==> src/design/slt_pkg.sv <==
// shared types, codes and constants for the sorted list table
// no dependencies
package slt_pkg;

    localparam int CAPACITY_DEF = 16;
    localparam int VALUE_W      = 32;
    localparam int POS_W        = 5;
    localparam int COUNT_W      = 5;

    typedef logic signed [VALUE_W-1:0] value_t;

    typedef enum logic [1:0] {
        ACT_INSERT = 2'd0,
        ACT_DELETE = 2'd1,
        ACT_SEARCH = 2'd2
    } action_t;

    typedef enum logic [1:0] {
        STS_DONE      = 2'd0,
        STS_NOT_FOUND = 2'd1,
        STS_FULL      = 2'd2,
        STS_EMPTY     = 2'd3
    } status_t;

    typedef enum logic [1:0] {
        ST_IDLE,
        ST_CMP,
        ST_APPLY
    } state_t;

    // broadcast from the sequencer to every cell
    typedef struct packed {
        logic   capture;
        logic   do_insert;
        logic   do_delete;
        value_t operand;
    } cell_ctrl_t;

endpackage

==> src/design/slt_req_if.sv <==
// request channel: operation and operand
// depends on slt_pkg
interface slt_req_if;
    logic           valid;
    logic           ready;
    logic [1:0]     action;
    slt_pkg::value_t value;

    modport source (output valid, output action, output value, input ready);
    modport sink   (input valid, input action, input value, output ready);
endinterface

==> src/design/slt_rsp_if.sv <==
// response channel: status, position and count
// depends on slt_pkg
interface slt_rsp_if;
    logic                        valid;
    logic                        ready;
    logic [1:0]                  status;
    logic [slt_pkg::POS_W-1:0]   position;
    logic [slt_pkg::COUNT_W-1:0] entry_count;

    modport source (output valid, output status, output position, output entry_count,
                    input ready);
    modport sink   (input valid, input status, input position, input entry_count,
                    output ready);
endinterface

==> src/design/slt_cell.sv <==
// one slot of the ordered table: value, valid bit and registered compare flags
// depends on slt_pkg
module slt_cell (
    input  logic                clk,
    input  logic                rst_n,
    input  slt_pkg::cell_ctrl_t ctrl,
    input  slt_pkg::value_t     left_value,
    input  logic                left_valid,
    input  logic                left_le,
    input  slt_pkg::value_t     right_value,
    input  logic                right_valid,
    output slt_pkg::value_t     value,
    output logic                valid,
    output logic                le,
    output logic                eq
);

    slt_pkg::value_t value_reg, value_next;
    logic            valid_reg, valid_next;
    logic            le_reg, le_next;
    logic            eq_reg, eq_next;

    always_comb
    begin
        value_next = value_reg;
        valid_next = valid_reg;
        le_next    = le_reg;
        eq_next    = eq_reg;
        if (ctrl.capture)
        begin
            le_next = valid_reg && (value_reg <= ctrl.operand);
            eq_next = valid_reg && (value_reg == ctrl.operand);
        end
        if (ctrl.do_insert && !le_reg)
        begin
            if (left_le)
            begin
                // insertion point
                value_next = ctrl.operand;
                valid_next = 1'b1;
            end
            else
            begin
                value_next = left_value;
                valid_next = left_valid;
            end
        end
        // at or past the first equal entry: close the gap
        if (ctrl.do_delete && valid_reg && (!le_reg || eq_reg))
        begin
            value_next = right_value;
            valid_next = right_valid;
        end
    end

    always_ff @(posedge clk or negedge rst_n)
    begin
        if (!rst_n)
        begin
            valid_reg <= 1'b0;
            le_reg    <= 1'b0;
            eq_reg    <= 1'b0;
        end
        else
        begin
            valid_reg <= valid_next;
            le_reg    <= le_next;
            eq_reg    <= eq_next;
        end
    end

    always_ff @(posedge clk)
    begin
        value_reg <= value_next;
    end

    assign value = value_reg;
    assign valid = valid_reg;
    assign le    = le_reg;
    assign eq    = eq_reg;

endmodule

==> src/design/sorted_list_table_core.sv <==
// top level of the sorted list table: sequencer, chain of slot cells, result register
// depends on slt_pkg, slt_req_if, slt_rsp_if, slt_cell
//
// Holds up to CAPACITY signed 32-bit values in ascending order in a row of cells,
// one value per cell. Each request transfer is an insert, delete or search; each
// produces exactly one response transfer with status, 1-based match position (search
// only) and the count held afterwards. From request transfer to a loaded response
// an item goes through these steps in order: the operand is latched, every cell
// compares its value against it and registers its flags, and the cells shift left
// or right through their neighbors while the response register loads. The next
// request is taken in the cycle after the update, so no new item is accepted before
// the last one is through; a response left waiting stalls only the update cycle of
// the following item. Position and count are five bits wide and wrap for capacities
// above 31. No clearing pass is needed after reset: the valid bits reset at once.
module sorted_list_table_core #(
    parameter int CAPACITY = slt_pkg::CAPACITY_DEF
) (
    input  logic             clk,
    input  logic             rst_n,
    slt_req_if.sink          req,
    slt_rsp_if.source        rsp
);

    localparam int CW = $clog2(CAPACITY + 1);
    localparam int WW = (CW > slt_pkg::COUNT_W) ? CW : slt_pkg::COUNT_W;

    slt_pkg::state_t state_reg, state_next;

    // latched request
    logic [1:0]      op_reg;
    slt_pkg::value_t val_reg;

    logic [CW-1:0] count_reg, count_next;

    // response register
    logic                        rsp_valid_reg, rsp_valid_next;
    slt_pkg::status_t            status_reg, status_next;
    logic [slt_pkg::POS_W-1:0]   position_reg, position_next;

    // cell row
    slt_pkg::cell_ctrl_t ctrl;
    slt_pkg::value_t     cell_value [CAPACITY];
    logic [CAPACITY-1:0] cell_valid;
    logic [CAPACITY-1:0] cell_le;
    logic [CAPACITY-1:0] cell_eq;

    logic          req_xfer;
    logic          rsp_free;
    logic          apply;
    logic          full;
    logic          empty;
    logic          found;
    logic [CW-1:0] match_pos;
    logic [WW-1:0] pos_wide;
    logic [WW-1:0] count_wide;

    assign req_xfer = req.valid && req.ready;
    assign rsp_free = !rsp_valid_reg || rsp.ready;
    assign apply    = (state_reg == slt_pkg::ST_APPLY) && rsp_free;
    assign full     = (count_reg == CW'(CAPACITY));
    assign empty    = (count_reg == '0);
    assign found    = |cell_eq;

    // first equal entry: equal entries are contiguous, so it is the one whose left
    // neighbor is not equal; position is its index plus one
    always_comb
    begin
        match_pos = '0;
        for (int i = 0; i < CAPACITY; i++)
        begin
            if (cell_eq[i] && (i == 0 || !cell_eq[(i == 0) ? 0 : i - 1]))
            begin
                match_pos = match_pos | CW'(i + 1);
            end
        end
    end

    // broadcast to the cells
    always_comb
    begin
        ctrl.capture   = (state_reg == slt_pkg::ST_CMP);
        ctrl.operand   = val_reg;
        ctrl.do_insert = apply && (op_reg == slt_pkg::ACT_INSERT) && !full;
        ctrl.do_delete = apply && (op_reg == slt_pkg::ACT_DELETE) && found;
    end

    genvar g;
    generate
        for (g = 0; g < CAPACITY; g++)
        begin : g_cell
            slt_pkg::value_t lv;
            logic            lval;
            logic            lle;
            slt_pkg::value_t rv;
            logic            rval;

            if (g == 0)
            begin : g_first
                // leftmost cell: a virtual neighbor that always compares at or below the operand
                assign lv   = '0;
                assign lval = 1'b0;
                assign lle  = 1'b1;
            end
            else
            begin : g_mid_left
                assign lv   = cell_value[g-1];
                assign lval = cell_valid[g-1];
                assign lle  = cell_le[g-1];
            end

            if (g == CAPACITY - 1)
            begin : g_last
                assign rv   = '0;
                assign rval = 1'b0;
            end
            else
            begin : g_mid_right
                assign rv   = cell_value[g+1];
                assign rval = cell_valid[g+1];
            end

            slt_cell u_cell (
                .clk         (clk),
                .rst_n       (rst_n),
                .ctrl        (ctrl),
                .left_value  (lv),
                .left_valid  (lval),
                .left_le     (lle),
                .right_value (rv),
                .right_valid (rval),
                .value       (cell_value[g]),
                .valid       (cell_valid[g]),
                .le          (cell_le[g]),
                .eq          (cell_eq[g])
            );
        end
    endgenerate

    // sequencer, count and response
    always_comb
    begin
        state_next     = state_reg;
        count_next     = count_reg;
        rsp_valid_next = rsp_valid_reg;
        status_next    = status_reg;
        position_next  = position_reg;
        pos_wide       = WW'(match_pos);

        if (rsp_valid_reg && rsp.ready)
        begin
            rsp_valid_next = 1'b0;
        end

        case (state_reg)
            slt_pkg::ST_IDLE:
            begin
                if (req_xfer)
                begin
                    state_next = slt_pkg::ST_CMP;
                end
            end
            slt_pkg::ST_CMP:
            begin
                state_next = slt_pkg::ST_APPLY;
            end
            slt_pkg::ST_APPLY:
            begin
                if (rsp_free)
                begin
                    state_next     = slt_pkg::ST_IDLE;
                    rsp_valid_next = 1'b1;
                    status_next    = slt_pkg::STS_DONE;
                    position_next  = '0;
                    case (op_reg)
                        slt_pkg::ACT_INSERT:
                        begin
                            if (full)
                            begin
                                status_next = slt_pkg::STS_FULL;
                            end
                            else
                            begin
                                count_next = count_reg + CW'(1);
                            end
                        end
                        slt_pkg::ACT_DELETE,
                        slt_pkg::ACT_SEARCH:
                        begin
                            if (empty)
                            begin
                                status_next = slt_pkg::STS_EMPTY;
                            end
                            else if (!found)
                            begin
                                status_next = slt_pkg::STS_NOT_FOUND;
                            end
                            else if (op_reg == slt_pkg::ACT_SEARCH)
                            begin
                                position_next = pos_wide[slt_pkg::POS_W-1:0];
                            end
                            else
                            begin
                                count_next = count_reg - CW'(1);
                            end
                        end
                        default:
                        begin
                            // unused action code: no operation
                            status_next = slt_pkg::STS_DONE;
                        end
                    endcase
                end
            end
            default:
            begin
                state_next = slt_pkg::ST_IDLE;
            end
        endcase
    end

    always_ff @(posedge clk or negedge rst_n)
    begin
        if (!rst_n)
        begin
            state_reg     <= slt_pkg::ST_IDLE;
            count_reg     <= '0;
            rsp_valid_reg <= 1'b0;
        end
        else
        begin
            state_reg     <= state_next;
            count_reg     <= count_next;
            rsp_valid_reg <= rsp_valid_next;
        end
    end

    // payload registers
    always_ff @(posedge clk)
    begin
        if (req_xfer)
        begin
            op_reg  <= req.action;
            val_reg <= req.value;
        end
        status_reg   <= status_next;
        position_reg <= position_next;
    end

    assign count_wide      = WW'(count_reg);
    assign req.ready       = (state_reg == slt_pkg::ST_IDLE);
    assign rsp.valid       = rsp_valid_reg;
    assign rsp.status      = status_reg;
    assign rsp.position    = position_reg;
    assign rsp.entry_count = count_wide[slt_pkg::COUNT_W-1:0];

    // count never runs past the number of cells
    a_count_bound : assert property (@(posedge clk) disable iff (!rst_n)
        count_reg <= CW'(CAPACITY))
        else $error("held count exceeds capacity");

    // valid cells always match the held count
    a_valid_count : assert property (@(posedge clk) disable iff (!rst_n)
        $countones(cell_valid) == int'(count_reg))
        else $error("valid cells disagree with held count");

    // a nonzero position only comes with a successful search
    a_pos_done : assert property (@(posedge clk) disable iff (!rst_n)
        rsp_valid_reg && (position_reg != '0) |-> (status_reg == slt_pkg::STS_DONE))
        else $error("position reported on a failed operation");

    // a loaded response comes out of the update cycle
    a_rsp_source : assert property (@(posedge clk) disable iff (!rst_n)
        $rose(rsp_valid_reg) |-> $past(state_reg) == slt_pkg::ST_APPLY)
        else $error("response loaded outside the update cycle");

endmodule
==> src/flat_wrapper.sv <==
// flat-port wrapper written by rule: the top's interface ports become plain ports
module sorted_list_table_core_flat 
#(
    parameter int CAPACITY = slt_pkg::CAPACITY_DEF
)
  (clk, rst_n, req_valid, req_action, req_value, req_ready, rsp_valid, rsp_status, rsp_position, rsp_entry_count, rsp_ready);
  slt_req_if req_i ();
  slt_rsp_if rsp_i ();
  input  logic clk;
  input  logic rst_n;
  input wire logic [$bits(req_i.valid)-1:0] req_valid;
  input wire logic [$bits(req_i.action)-1:0] req_action;
  input wire logic [$bits(req_i.value)-1:0] req_value;
  output wire logic [$bits(req_i.ready)-1:0] req_ready;
  output wire logic [$bits(rsp_i.valid)-1:0] rsp_valid;
  output wire logic [$bits(rsp_i.status)-1:0] rsp_status;
  output wire logic [$bits(rsp_i.position)-1:0] rsp_position;
  output wire logic [$bits(rsp_i.entry_count)-1:0] rsp_entry_count;
  input wire logic [$bits(rsp_i.ready)-1:0] rsp_ready;
  assign req_i.valid = req_valid;
  assign req_i.action = req_action;
  assign req_i.value = req_value;
  assign req_ready = req_i.ready;
  assign rsp_valid = rsp_i.valid;
  assign rsp_status = rsp_i.status;
  assign rsp_position = rsp_i.position;
  assign rsp_entry_count = rsp_i.entry_count;
  assign rsp_i.ready = rsp_ready;
  sorted_list_table_core #(.CAPACITY(CAPACITY)) u_core (.clk(clk), .rst_n(rst_n), .req(req_i), .rsp(rsp_i));
endmodule
==> config.mk <==
export PLATFORM = sky130hd
export DESIGN_NAME = sorted_list_table_core_flat
export DESIGN_NICKNAME = d
export VERILOG_FILES = /design/src/design/slt_pkg.sv /design/src/design/slt_req_if.sv /design/src/design/slt_rsp_if.sv /design/src/design/slt_cell.sv /design/src/design/sorted_list_table_core.sv /design/src/flat_wrapper.sv
export SDC_FILE = /design/constraint.sdc
export NUM_CORES = 2
export LEC_CHECK = 0
export ABC_AREA = 1
export BUFFER_PORTS_ARGS = -buffer_cell sky130_fd_sc_hd__buf_2
export CAP_MARGIN = 20
export CORE_MARGIN = 10
export CORE_UTILIZATION = 65
export CTS_CLUSTER_DIAMETER = 30
export DETAILED_ROUTE_END_ITERATION = 16
export PLACE_DENSITY_LB_ADDON = 0.15
export SLEW_MARGIN = 0
export SYNTH_ARGS = -nofsm -noshare
export SYNTH_HDL_FRONTEND = slang
export SYNTH_HIERARCHICAL = 1
export SYNTH_SLANG_ARGS = --single-unit
==> constraint.sdc <==
create_clock -name clk -period 4.1 [get_ports clk]
set_clock_uncertainty 0.1 [all_clocks]
set_input_delay 0.615 -clock clk [delete_from_list [all_inputs] [get_ports clk]]
set_output_delay 0.615 -clock clk [all_outputs]
set_load 0.02 [all_outputs]
; ---- After elaboration in Yosys (flattened, before gate mapping)
; Index checks and enable logic that the tools add are counted.
[totals]
mem_count = 0
latchBits = 0
word_cells = 420
rom_bits = 0
reg_bits = 609
mem_bits_rw = 0
[op_classes]
shift = 0
n_eq_ne = 27
addsub = 2
n_div = 0
n_mul = 0
n_bitwise = 3
magnitude_cmp = 16
n_reduce_logical = 178
muxes = 123
[op_table]
columns = cell, n
row1 = 2-to-1 mux 32 bit, 45
row2 = equality test 32 bit, 16
row3 = <= comparator 32 bit, 16
row4 = logical AND 1 bit, 102
row5 = 2-to-1 mux 1 bit, 52
row6 = nonzero test 2 bit, 17
row7 = logical NOT 1 bit, 33
row8 = 2-to-1 mux 4 bit, 8
row9 = 2-to-1 mux 5 bit, 5
row10 = logical OR 1 bit, 17
row11 = OR reduction 16 bit, 1
row12 = 2-to-1 mux 2 bit, 6
row13 = 2-to-1 mux 3 bit, 4
row14 = case mux 5 bit (2 select lines), 1
row15 = inequality test 2 bit (second input constant), 4
row16 = AND reduction 7 bit, 1
row17 = case mux 2 bit (3 select lines), 1
row18 = adder 5 x 1 -> 5 bit (second input constant), 1
row19 = equality test 5 bit (second input constant), 1
row20 = logical NOT 5 bit, 1
row21 = subtractor 5 x 1 -> 5 bit (second input constant), 1
row22 = equality test 2 x 1 -> 1 bit (second input constant), 2
row23 = equality test 2 bit (second input constant), 2
row24 = logical NOT 2 bit, 2
row25 = other kinds (6), 10

; ---- Longest topological paths before layout
[depth]
ltp_word = 17
ltp_mapped = 16
ltp_nobuf = 16

; ---- Cells and area by module
; The synthesis kept the hierarchy.
[by_module_without_submodules]
columns = mod, cells_each, area_per_inst_um2, n_inst
row1 = slt_cell, 336, 2620.0, 16
row2 = sorted_list_table_core, 173, 2128.3, 1

; ---- Worst setup path after synthesis
; OpenSTA, ideal clock, no wires.
[synth_timing]
kind = input port to flip-flop
from = in req_valid
to = reg u_core.op_reg[0] (enable)
path_slack_ns = 0.399
n_path_buf = 0
arrival_ns = 3.126
cell_stages = 1
required_time_ns = 3.525
cell_sequence = nor3b_1
[synth_via]
elab_chain_len = 1
[synth_lines]
columns = element, line
row1 = from (decl), flat_wrapper.sv:11  ; input wire logic [$bits(req_i.valid)-1:0] req_valid;
row2 = logical AND 1 bit, sorted_list_table_core.sv:57  ; assign req_xfer = req.valid && req.ready;
row3 = to (signal assigned), sorted_list_table_core.sv:242  ; op_reg <= req.action;
row4 = to (decl), sorted_list_table_core.sv:30  ; logic [1:0] op_reg;
; No other way between the ends.
; A chain may end at the register's enable or synchronous reset.

==> summary.txt <==
Drt
  • WL/cell: 21.9 microns
  • DRC viols: 0
  • Vias: 41488
  • Drt initial violations: 5265
  • Post-route ant nets: 0
  • Drt first pass iters: 6
  • Vias per inst: 6.17
  • Routed wire length: 147000 microns

Pwr
  • Switch share: 0.340
  • Leak: 0.0245 uW
  • PnR Total Power: 28700 uW
  • Net Sw Power: 9740 uW
  • VDD IR-drop max: 437 uV
  • Clock power frac: 0.436
  • Pwr dens: 560 nW/um^2
  • P_int: 18900 uW
  • Seq pwr share: 0.301
  • Logic pwr share: 0.264

Floorplan
  • Horiz. Die Dim: 280 microns
  • Initial core utilization: 0.656
  • Core region area: 67200 sq um
  • I/O Pins: 52
  • Die area: 78600 sq um
  • Cell Rows: 95
  • DIE HEIGHT: 280 microns

Place
  • RePlAce Congestion: 0.928
  • DP HPWL: 97600 microns
  • IO Port Bufs: 51

Clock network
  • Worst-Skew Late Latency: 0.75 ns
  • CTS tree: yes
  • Clk slew on worst S/H paths: 0.05 ns
  • CTS HTree Levels: 4
  • Cts bufs inserted: 150
  • # clock sinks: 609
  • Clock root cell: clkbuf_16
  • Clk buf depth: 3

Cells and area
  • Number of flip-flops in the largest register: 512
  • Synth-to-Final Area Change: 16.1%
  • Share of layout cells above drive strength 1: 0.0881
  • Final net count: 6285
  • Layout fillers: 4670

Yosys
  • Primary FF master, synth: edfxtp_1
  • FF+latch count, synth: 609
  • Cells after Synth: 5549
  • Post-synth EDFFs: 553
  • Top cells by count, synth: nand2_1 (1658), inv_1 (723), nor2_1 (679)
  • Post-synth top area share: 0.377
  • Cell taking the most area after synthesis: edfxtp_1
  • Synth cell types: 38
  • Syn_area_per_cell: 7.94 sq um
  • Sequential share of the synthesized area: 0.409
  • Top cells by area, synth: edfxtp_1 (38%), ha_1 (15%), nand2_1 (14%)
  • Synthesized cell area: 44000 sq um
  • Ys async rst share: 0.0920
  • Count leader, synth: nand2_1
  • Ys Warns: 6

STA
  • Hold slack: 0.0458 ns
  • Relative slew slack: 0.242
  • Pins Over Slew Limit: 0
  • Min Tclk post-route: 3.21 ns
  • Crit share post-route: 0.783
  • RSZ-0062 raised after global routing: no
  • Worst-Margin Slew: 1.14 ns
  • Setup_tns: 0 ns
  • # setup viols final: 0
  • Peak Freq: 312 MHz
  • Final hold viol count: 0

Setup path
  • Delay-heaviest family, CP: simple AND/OR/NAND/NOR gates
  • CP Max Fanout: 38
  • CP max-delay cell: and3_2
  • Critical path data required time: 4.36 ns
  • Startpoint Class: flip-flop
  • Worst path most repeated cell: nand2_1
  • Crit end category: flip-flop
  • Largest stage delay on the critical path: 0.69 ns
  • Crit path buf inv count: 1
  • WP data arrival: 3.47 ns
  • Kind of critical path: reg -> reg
  • Critical-path cell list: nor2_1 -> nand2_1 -> nor2_2 -> nand2_1 -> and3_2 -> o211ai_4 -> nand2_1 -> buf_4

GRT
  • Total GRT Usage: 0.366
  • Vias in the first global route: 40151
  • Largest net degree at the start of global routing: 67
  • Antenna violations before repair: 1
  • Grt total ovfl: 0
  • First-pass GRT wire length: 222000 microns

Job
  • Max Cap Viol: 0

Worst hold path
  • Worst hold path class: in -> reg

Run status
  • Status: finished clean
-- through the flow --
stage               setup slack, ns  area, sq um  utilization  instances
floorplan                     0.399        44300            -       5614
global placement              0.958        45400        0.676       6410
detailed placement            0.897        45400        0.676       6410
CTS                           0.911        51100        0.761       6719
global route                  0.695        51100        0.761       6722
finish                        0.891        51100        0.761       6723
-- power groups by stage --
stage | logic, uW | registers [uW] | clock network [uW]
final | 7550 | 8620 | 12500
after global routing | 8290 | 8650 | 12800
after CTS | 7230 | 8580 | 12500
after detailed placement | 7100 | 8670 | 0
after global placement | 6790 | 8680 | 0
after floorplan | 5010 | 8600 | 0
-- final cells by class --
cell class / instances / area (sq um) / area share
inverter: 740 / 2780 / 0.0543
clock inverter: 104 / 1330 / 0.0260
antenna: 2 / 5.00 / 0.0000979
timing repair buffer: 185 / 1410 / 0.0275
sequential: 609 / 18000 / 0.352
tap: 873 / 1090 / 0.0214
clock buffer: 169 / 3960 / 0.0775
multi-input combinational: 4041 / 22600 / 0.441
-- cell usage in the layout, fill, tap and decap left out, types with 34 or more instances in the layout --
cell type and instances:
a21oi_1 211, dlygate4sd3_1 36, nand3_1 60, buf_2 50
nand2_1 1658, nand4_1 35, edfxtp_1 553, nor2_1 678
ha_1 519, inv_1 723, conb_1 67, dfrtp_1 56
buf_4 96, a31oi_1 512, nor2_2 34, clkbuf_16 155
o21ai_0 51
-- layer usage --
| metal | track usage | wire (microns) | vias to the layer above |
|---|---|---|---|
| li1 | - | - | 18904 |
| met1 | 0.415 | 51100 | 19207 |
| met2 | 0.610 | 70000 | 2638 |
| met3 | 0.0866 | 16000 | 739 |
| met4 | 0.244 | 9980 | 0 |
| met5 | 0 | 0 | - |
-- timing repair --
action | CTS | global route
hold buffers | 36 | 0
resized for setup | 0 | 0
setup buffers | 0 | 0
endpoints found under the hold margin | 91 | 0
-- kinds of logic (layout without fill, tap and decap cells) --
family | count (synthesis) | in the layout | synth area share
xor gates and xnor gates | 4 | 4 | 0.000795
adders and majority gates | 520 | 520 | 0.148
AOI/OAI and AO/OA | 923 | 923 | 0.130
and+or+nand+nor | 2527 | 2527 | 0.225
buffers and inverters | 964 | 1198 | 0.0881
other | 2 | 69 | 0.000170
DFF | 609 | 609 | 0.409
-- worst reg2reg max path, stage by stage, from the launching register on --
cell and delay, ns:
dfrtp_1 0.49, nor2_1 0.09, nand2_1 0.10, nor2_2 0.06, nand2_1 0.12, and3_2 0.69, o211ai_4 0.52, nand2_1 0.19
buf_4 0.44
-- path summary, 6_finish.rpt --
kind | start | end | slack (ns) | cells after the start
worst max-delay path | u_core/g_cell[7].u_cell/eq$_DFFE_PN0P_ | u_core/g_cell[6].u_cell/value[12]$_DFFE_PP_ | 0.89 | 8
worst min-delay path | req_valid | u_core/state_reg[0]$_DFFE_PN0P_ | 0.05 | 2
worst max register to register | u_core/g_cell[7].u_cell/eq$_DFFE_PN0P_ | u_core/g_cell[6].u_cell/value[12]$_DFFE_PP_ | 0.89 | 8
worst min register to register | u_core/state_reg[0]$_DFFE_PN0P_ | u_core/state_reg[0]$_DFFE_PN0P_ | 0.44 | 1
max in group asynchronous | rst_n | u_core/g_cell[9].u_cell/le$_DFFE_PN0P_ | 2.87 | 2
min in group asynchronous | rst_n | u_core/g_cell[15].u_cell/le$_DFFE_PN0P_ | 0.44 | 2
Note: power is estimated with default switching activity, not from simulation.
